$ cat src/hw/rtl/uqp_pkg.sv
// Shared types and constants for the URL query parameter parser.
package uqp_pkg;

  localparam int DELIM_REGS = 4;
  localparam int MAX_DELIMITERS = 4;

  localparam int QUEUE_DEPTH = 4;
  localparam int QUEUE_PTR_W = 2;
  localparam int QUEUE_CNT_W = 3;

  localparam logic [7:0] CHAR_QUERY = 8'h3F;
  localparam logic [7:0] CHAR_EQUAL = 8'h3D;
  localparam logic [7:0] CHAR_AMP   = 8'h26;
  localparam logic [7:0] CHAR_LF    = 8'h0A;
  localparam logic [7:0] CHAR_CR    = 8'h0D;

  localparam logic OP_PARSE = 1'b0;
  localparam logic OP_READ  = 1'b1;

  localparam logic [2:0] REG_DELIM_COUNT = 3'd0;
  localparam logic [2:0] REG_DELIM_A     = 3'd1;
  localparam logic [2:0] REG_DELIM_B     = 3'd2;
  localparam logic [2:0] REG_DELIM_C     = 3'd3;
  localparam logic [2:0] REG_DELIM_D     = 3'd4;

  localparam logic [1:0] STATUS_OK        = 2'd0;
  localparam logic [1:0] STATUS_TOO_MANY  = 2'd1;
  localparam logic [1:0] STATUS_NAME_OVF  = 2'd2;
  localparam logic [1:0] STATUS_VALUE_OVF = 2'd3;

  typedef enum logic [2:0] {
    KIND_END,
    KIND_QUERY,
    KIND_EQUAL,
    KIND_AMP,
    KIND_DELIM,
    KIND_CHAR
  } byte_kind_t;

  typedef struct packed {
    logic       operation;
    byte_kind_t kind;
    logic [7:0] data_byte;
    logic       last_byte;
    logic [2:0] read_index;
  } entry_t;

endpackage

$ cat src/hw/rtl/uqp_ram.sv
// Generic single-write, single-read RAM with registered read data.
module uqp_ram #(
  parameter int WIDTH = 8,
  parameter int DEPTH = 256
) (
  input  logic                     clk,
  input  logic                     we,
  input  logic [$clog2(DEPTH)-1:0] waddr,
  input  logic [WIDTH-1:0]         wdata,
  input  logic                     re,
  input  logic [$clog2(DEPTH)-1:0] raddr,
  output logic [WIDTH-1:0]         rdata
);

  logic [WIDTH-1:0] mem [DEPTH];

  always_ff @(posedge clk) begin
    if (we) begin
      mem[waddr] <= wdata;
    end
    if (re) begin
      rdata <= mem[raddr];
    end
  end

endmodule

$ cat src/hw/rtl/uqp_front.sv
// Front end: request intake, delimiter registers and byte classification.
module uqp_front import uqp_pkg::*; (
  input  logic       clk,
  input  logic       rst,
  input  logic       item_valid,
  output logic       item_stall,
  input  logic       operation,
  input  logic [7:0] data_byte,
  input  logic       last_byte,
  input  logic [2:0] read_index,
  input  logic       write_enable,
  input  logic [2:0] register_index,
  input  logic [7:0] write_data,
  input  logic       full,
  output logic       push,
  output entry_t     push_entry
);

  logic [2:0] delimiter_count;
  logic [7:0] delimiter [DELIM_REGS];
  logic [2:0] delim_used;
  logic       delim_hit;
  byte_kind_t kind;

  always_ff @(posedge clk) begin
    if (rst) begin
      delimiter_count <= '0;
      for (int i = 0; i < DELIM_REGS; i++) begin
        delimiter[i] <= '0;
      end
    end else if (write_enable) begin
      unique case (register_index)
        REG_DELIM_COUNT: delimiter_count <= write_data[2:0];
        REG_DELIM_A:     delimiter[0] <= write_data;
        REG_DELIM_B:     delimiter[1] <= write_data;
        REG_DELIM_C:     delimiter[2] <= write_data;
        REG_DELIM_D:     delimiter[3] <= write_data;
        default: ;
      endcase
    end
  end

  always_comb begin
    delim_used = (delimiter_count > 3'(MAX_DELIMITERS)) ? 3'(MAX_DELIMITERS) : delimiter_count;
    delim_hit = 1'b0;
    for (int i = 0; i < DELIM_REGS; i++) begin
      if ((3'(i) < delim_used) && (delimiter[i] == data_byte)) begin
        delim_hit = 1'b1;
      end
    end
  end

  always_comb begin
    if (data_byte == CHAR_CR || data_byte == CHAR_LF) begin
      kind = KIND_END;
    end else if (data_byte == CHAR_QUERY) begin
      kind = KIND_QUERY;
    end else if (data_byte == CHAR_EQUAL) begin
      kind = KIND_EQUAL;
    end else if (data_byte == CHAR_AMP) begin
      kind = KIND_AMP;
    end else if (delim_hit) begin
      kind = KIND_DELIM;
    end else begin
      kind = KIND_CHAR;
    end
  end

  assign item_stall = full;
  assign push       = item_valid && !full;

  assign push_entry = '{operation:  operation,
                        kind:       kind,
                        data_byte:  data_byte,
                        last_byte:  last_byte,
                        read_index: read_index};

endmodule

$ cat src/hw/rtl/uqp_queue.sv
// Short request queue between the front end and the back end.
module uqp_queue import uqp_pkg::*; (
  input  logic   clk,
  input  logic   rst,
  input  logic   push,
  input  entry_t push_entry,
  output logic   full,
  input  logic   pop,
  output entry_t head,
  output logic   empty
);

  entry_t                 entries [QUEUE_DEPTH];
  logic [QUEUE_PTR_W-1:0] wr_ptr;
  logic [QUEUE_PTR_W-1:0] rd_ptr;
  logic [QUEUE_CNT_W-1:0] count;

  assign full  = (count == QUEUE_CNT_W'(QUEUE_DEPTH));
  assign empty = (count == '0);
  assign head  = entries[rd_ptr];

  always_ff @(posedge clk) begin
    if (push) begin
      entries[wr_ptr] <= push_entry;
    end
  end

  always_ff @(posedge clk) begin
    if (rst) begin
      wr_ptr <= '0;
      rd_ptr <= '0;
      count  <= '0;
    end else begin
      if (push) begin
        wr_ptr <= wr_ptr + 1'b1;
      end
      if (pop) begin
        rd_ptr <= rd_ptr + 1'b1;
      end
      if (push && !pop) begin
        count <= count + 1'b1;
      end else if (pop && !push) begin
        count <= count - 1'b1;
      end
    end
  end

endmodule

$ cat src/hw/rtl/uqp_back.sv
// Back end: parse state, value store, value readout and result register.
module uqp_back import uqp_pkg::*; #(
  parameter int SLOT_COUNT   = 8,
  parameter int NAME_LENGTH  = 16,
  parameter int VALUE_LENGTH = 32
) (
  input  logic       clk,
  input  logic       rst,
  input  entry_t     head,
  input  logic       empty,
  output logic       pop,
  output logic       result_valid,
  input  logic       result_stall,
  output logic [1:0] status,
  output logic [3:0] param_count,
  output logic       parse_done,
  output logic [7:0] value_char,
  output logic       last
);

  localparam int SLOT_W   = (SLOT_COUNT > 1) ? $clog2(SLOT_COUNT) : 1;
  localparam int POS_W    = (VALUE_LENGTH > 1) ? $clog2(VALUE_LENGTH) : 1;
  localparam int FILL_W   = $clog2(VALUE_LENGTH + 1);
  localparam int MAX_LEN  = (NAME_LENGTH > VALUE_LENGTH) ? NAME_LENGTH : VALUE_LENGTH;
  localparam int CHAR_W   = $clog2(MAX_LEN + 1);
  localparam int ADDR_W   = SLOT_W + POS_W;
  localparam int RAM_SIZE = 1 << ADDR_W;

  localparam logic ST_IDLE = 1'b0;
  localparam logic ST_READ = 1'b1;

  logic              state, state_next;
  logic              mid_message, mid_message_next;
  logic              query_started, query_started_next;
  logic              in_value, in_value_next;
  logic [CHAR_W-1:0] char_position, char_position_next;
  logic [SLOT_W-1:0] slot_index, slot_index_next;
  logic              finished, finished_next;
  logic [1:0]        error_status, error_status_next;
  logic [FILL_W-1:0] cur_fill, cur_fill_next;
  logic [FILL_W-1:0] fill [SLOT_COUNT];
  logic              fill_clear;
  logic              fill_we;

  logic [SLOT_W-1:0] rd_slot, rd_slot_next;
  logic [FILL_W-1:0] rd_fill, rd_fill_next;
  logic [FILL_W-1:0] rd_pos, rd_pos_next;
  logic [7:0]        pending, pending_next;

  logic              ram_we;
  logic [ADDR_W-1:0] ram_waddr;
  logic              ram_re;
  logic [ADDR_W-1:0] ram_raddr;
  logic [7:0]        ram_rdata;

  logic              out_free;
  logic              emit;
  logic [7:0]        emit_char;
  logic              emit_last;

  uqp_ram #(
    .WIDTH (8),
    .DEPTH (RAM_SIZE)
  ) u_value_ram (
    .clk   (clk),
    .we    (ram_we),
    .waddr (ram_waddr),
    .wdata (head.data_byte),
    .re    (ram_re),
    .raddr (ram_raddr),
    .rdata (ram_rdata)
  );

  assign out_free = !result_valid || !result_stall;

  always_comb begin
    logic [SLOT_W:0]   slot_plus;
    logic [CHAR_W-1:0] pos_inc;
    logic              term;

    state_next         = state;
    mid_message_next   = mid_message;
    query_started_next = query_started;
    in_value_next      = in_value;
    char_position_next = char_position;
    slot_index_next    = slot_index;
    finished_next      = finished;
    error_status_next  = error_status;
    cur_fill_next      = cur_fill;
    fill_clear         = 1'b0;
    fill_we            = 1'b0;
    rd_slot_next       = rd_slot;
    rd_fill_next       = rd_fill;
    rd_pos_next        = rd_pos;
    pending_next       = pending;
    ram_we             = 1'b0;
    ram_waddr          = {slot_index, char_position[POS_W-1:0]};
    ram_re             = 1'b0;
    ram_raddr          = {rd_slot, rd_pos[POS_W-1:0]};
    pop                = 1'b0;
    emit               = 1'b0;
    emit_char          = '0;
    emit_last          = 1'b1;
    slot_plus          = '0;
    pos_inc            = char_position + 1'b1;
    term               = 1'b0;

    unique case (state)
      ST_IDLE: begin
        if (!empty && out_free) begin
          pop = 1'b1;
          if (head.operation == OP_PARSE) begin
            // first byte of a message starts from a clean slate
            if (!mid_message) begin
              query_started_next = 1'b0;
              in_value_next      = 1'b0;
              char_position_next = '0;
              slot_index_next    = '0;
              finished_next      = 1'b0;
              error_status_next  = STATUS_OK;
              cur_fill_next      = '0;
              fill_clear         = 1'b1;
            end
            slot_plus = {1'b0, slot_index_next} + 1'b1;
            pos_inc   = char_position_next + 1'b1;
            ram_waddr = {slot_index_next, char_position_next[POS_W-1:0]};
            if (!finished_next) begin
              unique case (head.kind)
                KIND_END: finished_next = 1'b1;
                KIND_QUERY: query_started_next = 1'b1;
                KIND_EQUAL: begin
                  char_position_next = '0;
                  in_value_next      = 1'b1;
                end
                KIND_AMP: begin
                  if (slot_plus >= (SLOT_W + 1)'(SLOT_COUNT)) begin
                    error_status_next = STATUS_TOO_MANY;
                    finished_next     = 1'b1;
                  end else begin
                    slot_index_next    = slot_plus[SLOT_W-1:0];
                    char_position_next = '0;
                    in_value_next      = 1'b0;
                    cur_fill_next      = '0;
                  end
                end
                KIND_DELIM: begin
                  if (query_started_next) begin
                    finished_next = 1'b1;
                  end
                end
                KIND_CHAR: begin
                  if (query_started_next) begin
                    if (in_value_next) begin
                      if (char_position_next < CHAR_W'(VALUE_LENGTH)) begin
                        ram_we             = 1'b1;
                        fill_we            = 1'b1;
                        char_position_next = pos_inc;
                        if (FILL_W'(pos_inc) > cur_fill_next) begin
                          cur_fill_next = FILL_W'(pos_inc);
                        end
                      end else begin
                        error_status_next = STATUS_VALUE_OVF;
                        finished_next     = 1'b1;
                      end
                    end else begin
                      if (char_position_next < CHAR_W'(NAME_LENGTH)) begin
                        char_position_next = pos_inc;
                      end else begin
                        error_status_next = STATUS_NAME_OVF;
                        finished_next     = 1'b1;
                      end
                    end
                  end
                end
                default: ;
              endcase
            end
            mid_message_next = !head.last_byte;
            emit             = 1'b1;
          end else begin
            rd_slot_next = SLOT_W'(head.read_index);
            rd_fill_next = (5'(head.read_index) < 5'(SLOT_COUNT)) ?
                           fill[SLOT_W'(head.read_index)] : '0;
            rd_pos_next  = '0;
            ram_re       = 1'b1;
            ram_raddr    = {SLOT_W'(head.read_index), POS_W'(0)};
            state_next   = ST_READ;
          end
        end
      end
      ST_READ: begin
        // one character of lookahead so the final one carries last
        if (out_free) begin
          term = (rd_pos >= rd_fill) || (ram_rdata == '0);
          if (term) begin
            emit       = 1'b1;
            emit_char  = (rd_pos == '0) ? 8'h00 : pending;
            emit_last  = 1'b1;
            state_next = ST_IDLE;
          end else begin
            pending_next = ram_rdata;
            if (rd_pos != '0) begin
              emit      = 1'b1;
              emit_char = pending;
              emit_last = 1'b0;
            end
            rd_pos_next = rd_pos + 1'b1;
            ram_re      = 1'b1;
            ram_raddr   = {rd_slot, rd_pos_next[POS_W-1:0]};
          end
        end
      end
      default: ;
    endcase
  end

  always_ff @(posedge clk) begin
    if (rst) begin
      state         <= ST_IDLE;
      mid_message   <= 1'b0;
      query_started <= 1'b0;
      in_value      <= 1'b0;
      char_position <= '0;
      slot_index    <= '0;
      finished      <= 1'b0;
      error_status  <= STATUS_OK;
      cur_fill      <= '0;
      result_valid  <= 1'b0;
      for (int i = 0; i < SLOT_COUNT; i++) begin
        fill[i] <= '0;
      end
    end else begin
      state         <= state_next;
      mid_message   <= mid_message_next;
      query_started <= query_started_next;
      in_value      <= in_value_next;
      char_position <= char_position_next;
      slot_index    <= slot_index_next;
      finished      <= finished_next;
      error_status  <= error_status_next;
      cur_fill      <= cur_fill_next;
      for (int i = 0; i < SLOT_COUNT; i++) begin
        if (fill_we && (slot_index_next == SLOT_W'(i))) begin
          fill[i] <= cur_fill_next;
        end else if (fill_clear) begin
          fill[i] <= '0;
        end
      end
      if (emit) begin
        result_valid <= 1'b1;
      end else if (!result_stall) begin
        result_valid <= 1'b0;
      end
    end
  end

  always_ff @(posedge clk) begin
    rd_slot <= rd_slot_next;
    rd_fill <= rd_fill_next;
    rd_pos  <= rd_pos_next;
    pending <= pending_next;
    if (emit) begin
      status      <= error_status_next;
      param_count <= 4'({1'b0, slot_index_next} + 1'b1);
      parse_done  <= finished_next;
      value_char  <= emit_char;
      last        <= emit_last;
    end
  end

  a_error_ends_parse: assert property (@(posedge clk) disable iff (rst)
    (error_status != STATUS_OK) |-> finished)
    else $error("error status set while parse still running");

  a_finished_holds: assert property (@(posedge clk) disable iff (rst)
    (finished && mid_message) |=> (finished && $stable(error_status) && $stable(slot_index)))
    else $error("parse state changed after end within a message");

  a_read_bounds: assert property (@(posedge clk) disable iff (rst)
    (state == ST_READ) |-> ((rd_fill <= FILL_W'(VALUE_LENGTH)) && (rd_pos <= rd_fill)))
    else $error("readout position beyond stored value");

  a_no_pop_in_read: assert property (@(posedge clk) disable iff (rst)
    (state == ST_READ) |-> !pop)
    else $error("request taken from queue during readout");

endmodule

$ cat src/hw/rtl/url_query_parameter_parser.sv
// Top level of the URL query parameter parser: front end, request queue, back end.
// Parse requests run at one per cycle while the result output is not stalled; a read of a
// value holds the back end until fully read out, one RAM read per unstalled cycle plus lookahead.
// A four-entry queue lets the input keep accepting while the back end streams or stalls.
// Reset (synchronous, active high) clears parse state, fill counts and delimiter registers.
module url_query_parameter_parser import uqp_pkg::*; #(
  parameter int SLOT_COUNT   = 8,
  parameter int NAME_LENGTH  = 16,
  parameter int VALUE_LENGTH = 32
) (
  input  logic       clk,
  input  logic       rst,
  input  logic       write_enable,
  input  logic [2:0] register_index,
  input  logic [7:0] write_data,
  input  logic       item_valid,
  output logic       item_stall,
  input  logic       operation,
  input  logic [7:0] data_byte,
  input  logic       last_byte,
  input  logic [2:0] read_index,
  output logic       result_valid,
  input  logic       result_stall,
  output logic [1:0] status,
  output logic [3:0] param_count,
  output logic       parse_done,
  output logic [7:0] value_char,
  output logic       last
);

  logic   push;
  entry_t push_entry;
  logic   full;
  logic   pop;
  entry_t head;
  logic   empty;

  uqp_front u_front (
    .clk            (clk),
    .rst            (rst),
    .item_valid     (item_valid),
    .item_stall     (item_stall),
    .operation      (operation),
    .data_byte      (data_byte),
    .last_byte      (last_byte),
    .read_index     (read_index),
    .write_enable   (write_enable),
    .register_index (register_index),
    .write_data     (write_data),
    .full           (full),
    .push           (push),
    .push_entry     (push_entry)
  );

  uqp_queue u_queue (
    .clk        (clk),
    .rst        (rst),
    .push       (push),
    .push_entry (push_entry),
    .full       (full),
    .pop        (pop),
    .head       (head),
    .empty      (empty)
  );

  uqp_back #(
    .SLOT_COUNT   (SLOT_COUNT),
    .NAME_LENGTH  (NAME_LENGTH),
    .VALUE_LENGTH (VALUE_LENGTH)
  ) u_back (
    .clk          (clk),
    .rst          (rst),
    .head         (head),
    .empty        (empty),
    .pop          (pop),
    .result_valid (result_valid),
    .result_stall (result_stall),
    .status       (status),
    .param_count  (param_count),
    .parse_done   (parse_done),
    .value_char   (value_char),
    .last         (last)
  );

endmodule

$ cat config.mk
export PLATFORM = sky130hd
export DESIGN_NAME = url_query_parameter_parser
export DESIGN_NICKNAME = d
export VERILOG_FILES = /design/src/hw/rtl/uqp_pkg.sv /design/src/hw/rtl/uqp_ram.sv /design/src/hw/rtl/uqp_front.sv /design/src/hw/rtl/uqp_queue.sv /design/src/hw/rtl/uqp_back.sv /design/src/hw/rtl/url_query_parameter_parser.sv
export SDC_FILE = /design/constraint.sdc
export NUM_CORES = 2
export LEC_CHECK = 0
export BUFFER_PORTS_ARGS = -buffer_cell sky130_fd_sc_hd__buf_4
export CAP_MARGIN = 15
export CORE_UTILIZATION = 65
export DETAILED_ROUTE_END_ITERATION = 16
export GPL_TIMING_DRIVEN = 0
export PLACE_DENSITY = 0.81
export SYNTH_ARGS = -nofsm -noshare
export SYNTH_HDL_FRONTEND = slang
export SYNTH_SLANG_ARGS = --single-unit
$ cat constraint.sdc
create_clock -name clk -period 12.03 [get_ports clk]
set_input_delay 2.406 -clock clk [delete_from_list [all_inputs] [get_ports clk]]
set_output_delay 2.406 -clock clk [all_outputs]
set_load 0.05 [all_outputs]
==> results.yml <==
placement:
  port_buffers: 45
  gp_congestion: 1.10
  hpwlAfterDp_mm: 212
  place_area_mm2: 0.0961
  dp.cells: 8134
outcome:
  status: "complete, but fails checks"
  violations: "slew limit"
finish:
  nets: 6529
  final_cell_mix: "edfxtp_1, nand2_1, mux2i_1, nor2_1, a211oi_1"
  fin_area_mm2: 0.103
  final_cells: 8558
  layout_commonest_cell: "edfxtp_1"
  final_util_pct: 73.1
  drive_gt1_share_pct: 11.9
  synthToLayoutAreaGrowth_pct: 11.6
clocking:
  cts_sinks: 2274
  cts_tree: "yes"
  post_cts_buffers: 0
  cts_resized: 0
  clk_latency_ns: 0.89
  cts-root-buf: "clkbuf_16"
  cts_buffer_depth: 3
  postCtsHoldBufs: 0
  clk_pin_slew_ns: 0.06
  numCtsBuffers: 213
  htreeDepth: 4
synth:
  yosysWarnings: 0
  yosysUniqueCellTypes: 79
  ys_seq_area_share_pct: 73.4
  synth_edf_count: 2239
  async_reset_ff_share_pct: 0
  yosys_register_bits: 2274
  synth_cells: 6153
  synth-main-ff-cell: "edfxtp_1"
  avgSynthCellArea_um2: 15.0
  netlist_area_mm2: 0.0926
  synth.net_count: 6209
drt:
  drc: 0
  wire_per_inst_um: 36.4
  drt_first_pass_iters: 11
  dr_total_vias: 62000
  avgViaCountPerCell: 7.24
  drt_iter0_drc: 12600
  ant_nets: 0
  wl_mm: 312
setup_path:
  required_ns: 12.64
  slowest_stage: "o41ai_2"
  path_class: "input port to register"
  critPathMaxFanout: 16
  cpMostUsedCell: "buf_4"
  worstSetupStartpointType: "input port"
  crit_chain: "buf_4, a21oi_1, nand3_1, inv_2, nor2_2, a21oi_4, buf_4, buf_4, buf_2, mux2i_1, mux2i_1, o22ai_1, o41ai_2, o211ai_1, nor3_2"
  setup.worst_path.end_class: "register"
  crit_arrival_ns: 8.54
  max_stage_delay_ns: 0.82
sta:
  fmax_mhz: 126
  setup_tns_ns: 0
  hold_viol: 0
  min_period_ns: 7.94
  period_share_pct: 66.0
  whs_ns: 0.457
  maxSlewViolCount: 2
  slew_headroom_pct: -12.0
  finClkSkew_ns: 0.0351
  rsz0062_at_grt: "no"
  tightest_slew_ns: 1.68
  setup_viol: 0
pwr:
  p_leak_uw: 0.0358
  p_clk_share_pct: 21.8
  p_int_uw: 17400
  p_per_area_mw_per_mm2: 304
  pwr-share-seq_pct: 31.8
  p_sw_share_pct: 44.7
  p_sw_uw: 14100
  combPwrFrac_pct: 46.4
  ir_drop_v: 0.000238
worst_hold_path:
  hp-class: "register to register"
global_routing:
  grt_first_pass_wirelength_mm: 426
  grt_max_degree: 93
  grt.total_usage_pct: 43.3
  antenna_found_initial: 27
  grt_pass1_vias: 57900
  gr-total-overflow: 0
floorplanning:
  die_y_um: 379
  start_util_pct: 65.5
  core_area_mm2: 0.141
  die_w_um: 379
  dieArea_mm2: 0.144
  io_pins: 47
  fp-row-count: 138
run:
  maxCapViolations: 0
cells by family after synthesis:
kind of cell | after synthesis | synth area share, %
compound gates | 977 | 7.62
buf+inv | 556 | 2.74
flops | 2274 | 73.4
simple gates | 1631 | 7.62
xor+xnor | 47 | 0.445
fa+ha+maj | 27 | 0.373
mux | 641 | 7.82
critical path, delay by kind of cell:
family          cells  cell delay, ns
buf+inv             5            1.93
compound gates      5            2.36
mux                 2            0.65
simple gates        3            1.11
power groups by stage:
stage	Sequential, uW	Clock [uW]	Combinational (uW)
after detailed placement	10100	0	13400
final	9990	6860	14600
after CTS	9980	6790	13500
after global placement	10400	0	12800
after floorplan	10300	0	7070
after global routing	10000	7080	14400
sequential cells by signal, indices dropped and copies added, names as in the netlist, 8 cells and up, named ones only:
register and count:
u_back.fill 48, u_back.pending 8, u_back.u_value_ram.mem 2048, u_back.u_value_ram.rdata 8, u_back.value_char 8, u_front.delimiter 32
u_queue.entries 64
routing by layer:
metal / wire length [um] / part of all wire (%) / up-vias / track usage (%)
met5: 254 / 0.081 / - / 0
li1: - / - / 24400 / -
met1: 103000 / 33 / 30300 / 55.7
met2: 131000 / 42 / 5953 / 60.8
met3: 54400 / 17 / 1358 / 18.8
met4: 23600 / 7.6 / 24 / 27.0
path summary, 6_finish.rpt:
path                                     from                     endpoint  slack (ns)  cells past startpoint
setup / recovery                 result_stall  u_back.u_value_ram.rdata[6]        4.09                     15
hold / removal    u_back.u_value_ram.rdata[0]            u_back.pending[0]        0.46                      0
setup reg to reg             u_back.rd_pos[0]  u_back.u_value_ram.rdata[2]        4.28                     16
hold reg to reg   u_back.u_value_ram.rdata[0]            u_back.pending[0]        0.46                      0
final cells by class:
| class | count | area [um^2] |
|---|---|---|
| Multi-Input combinational cell | 3323 | 22200 |
| Antenna cell | 16 | 40.0 |
| Clock inverter | 135 | 1500 |
| Tap cell | 1890 | 2360 |
| Clock buffer | 259 | 5530 |
| Sequential cell | 2274 | 67900 |
| Fill cell | 8514 | 38100 |
| Buffer | 408 | 2000 |
| Timing Repair Buffer | 105 | 1240 |
| Inverter | 148 | 556 |
stage by stage:
step                      setup slack (ns)  power (uW)
after CTS                             4.62       30300
after floorplan                       6.81       17400
after detailed placement              3.71       23500
final                                 4.09       31400
after global placement                2.85       23300
after global routing                  4.51       31400
Yosys cell counts (8+ instances only):
library cell / instances / share of area, %
a311oi_1: 95 / 0.90
o41ai_1: 16 / 0.15
nand4_1: 44 / 0.30
clkbuf_1: 175 / 0.71
a211oi_1: 222 / 1.8
o221a_2: 37 / 0.45
nor3_1: 22 / 0.12
nand2_1: 810 / 3.3
or4_1: 9 / 0.073
buf_6: 16 / 0.19
mux4_2: 62 / 1.5
and2_1: 59 / 0.40
nor3b_1: 8 / 0.065
buf_4: 37 / 0.30
o211ai_1: 13 / 0.11
buf_2: 155 / 0.84
xnor2_1: 39 / 0.37
edfxtp_1: 2239 / 73
o22ai_1: 81 / 0.55
a31oi_1: 15 / 0.10
a221oi_1: 54 / 0.51
or3_1: 9 / 0.061
nor3_2: 9 / 0.097
inv_1: 147 / 0.60
o2111ai_1: 9 / 0.085
dfxtp_1: 35 / 0.76
nor2_1: 362 / 1.5
mux2i_1: 551 / 6.0
o32ai_1: 18 / 0.17
and3_1: 21 / 0.14
a21oi_1: 216 / 1.2
o31ai_1: 12 / 0.097
o21ai_0: 42 / 0.23
a22oi_1: 88 / 0.71
mux2_2: 25 / 0.30
nand3_1: 210 / 1.1
xor2_1: 8 / 0.076
a32oi_1: 12 / 0.11
nor4_1: 25 / 0.17
ha_1: 26 / 0.35
nor2b_1: 16 / 0.11
buf_1: 25 / 0.10
Note: power is estimated with default switching activity, not from simulation.
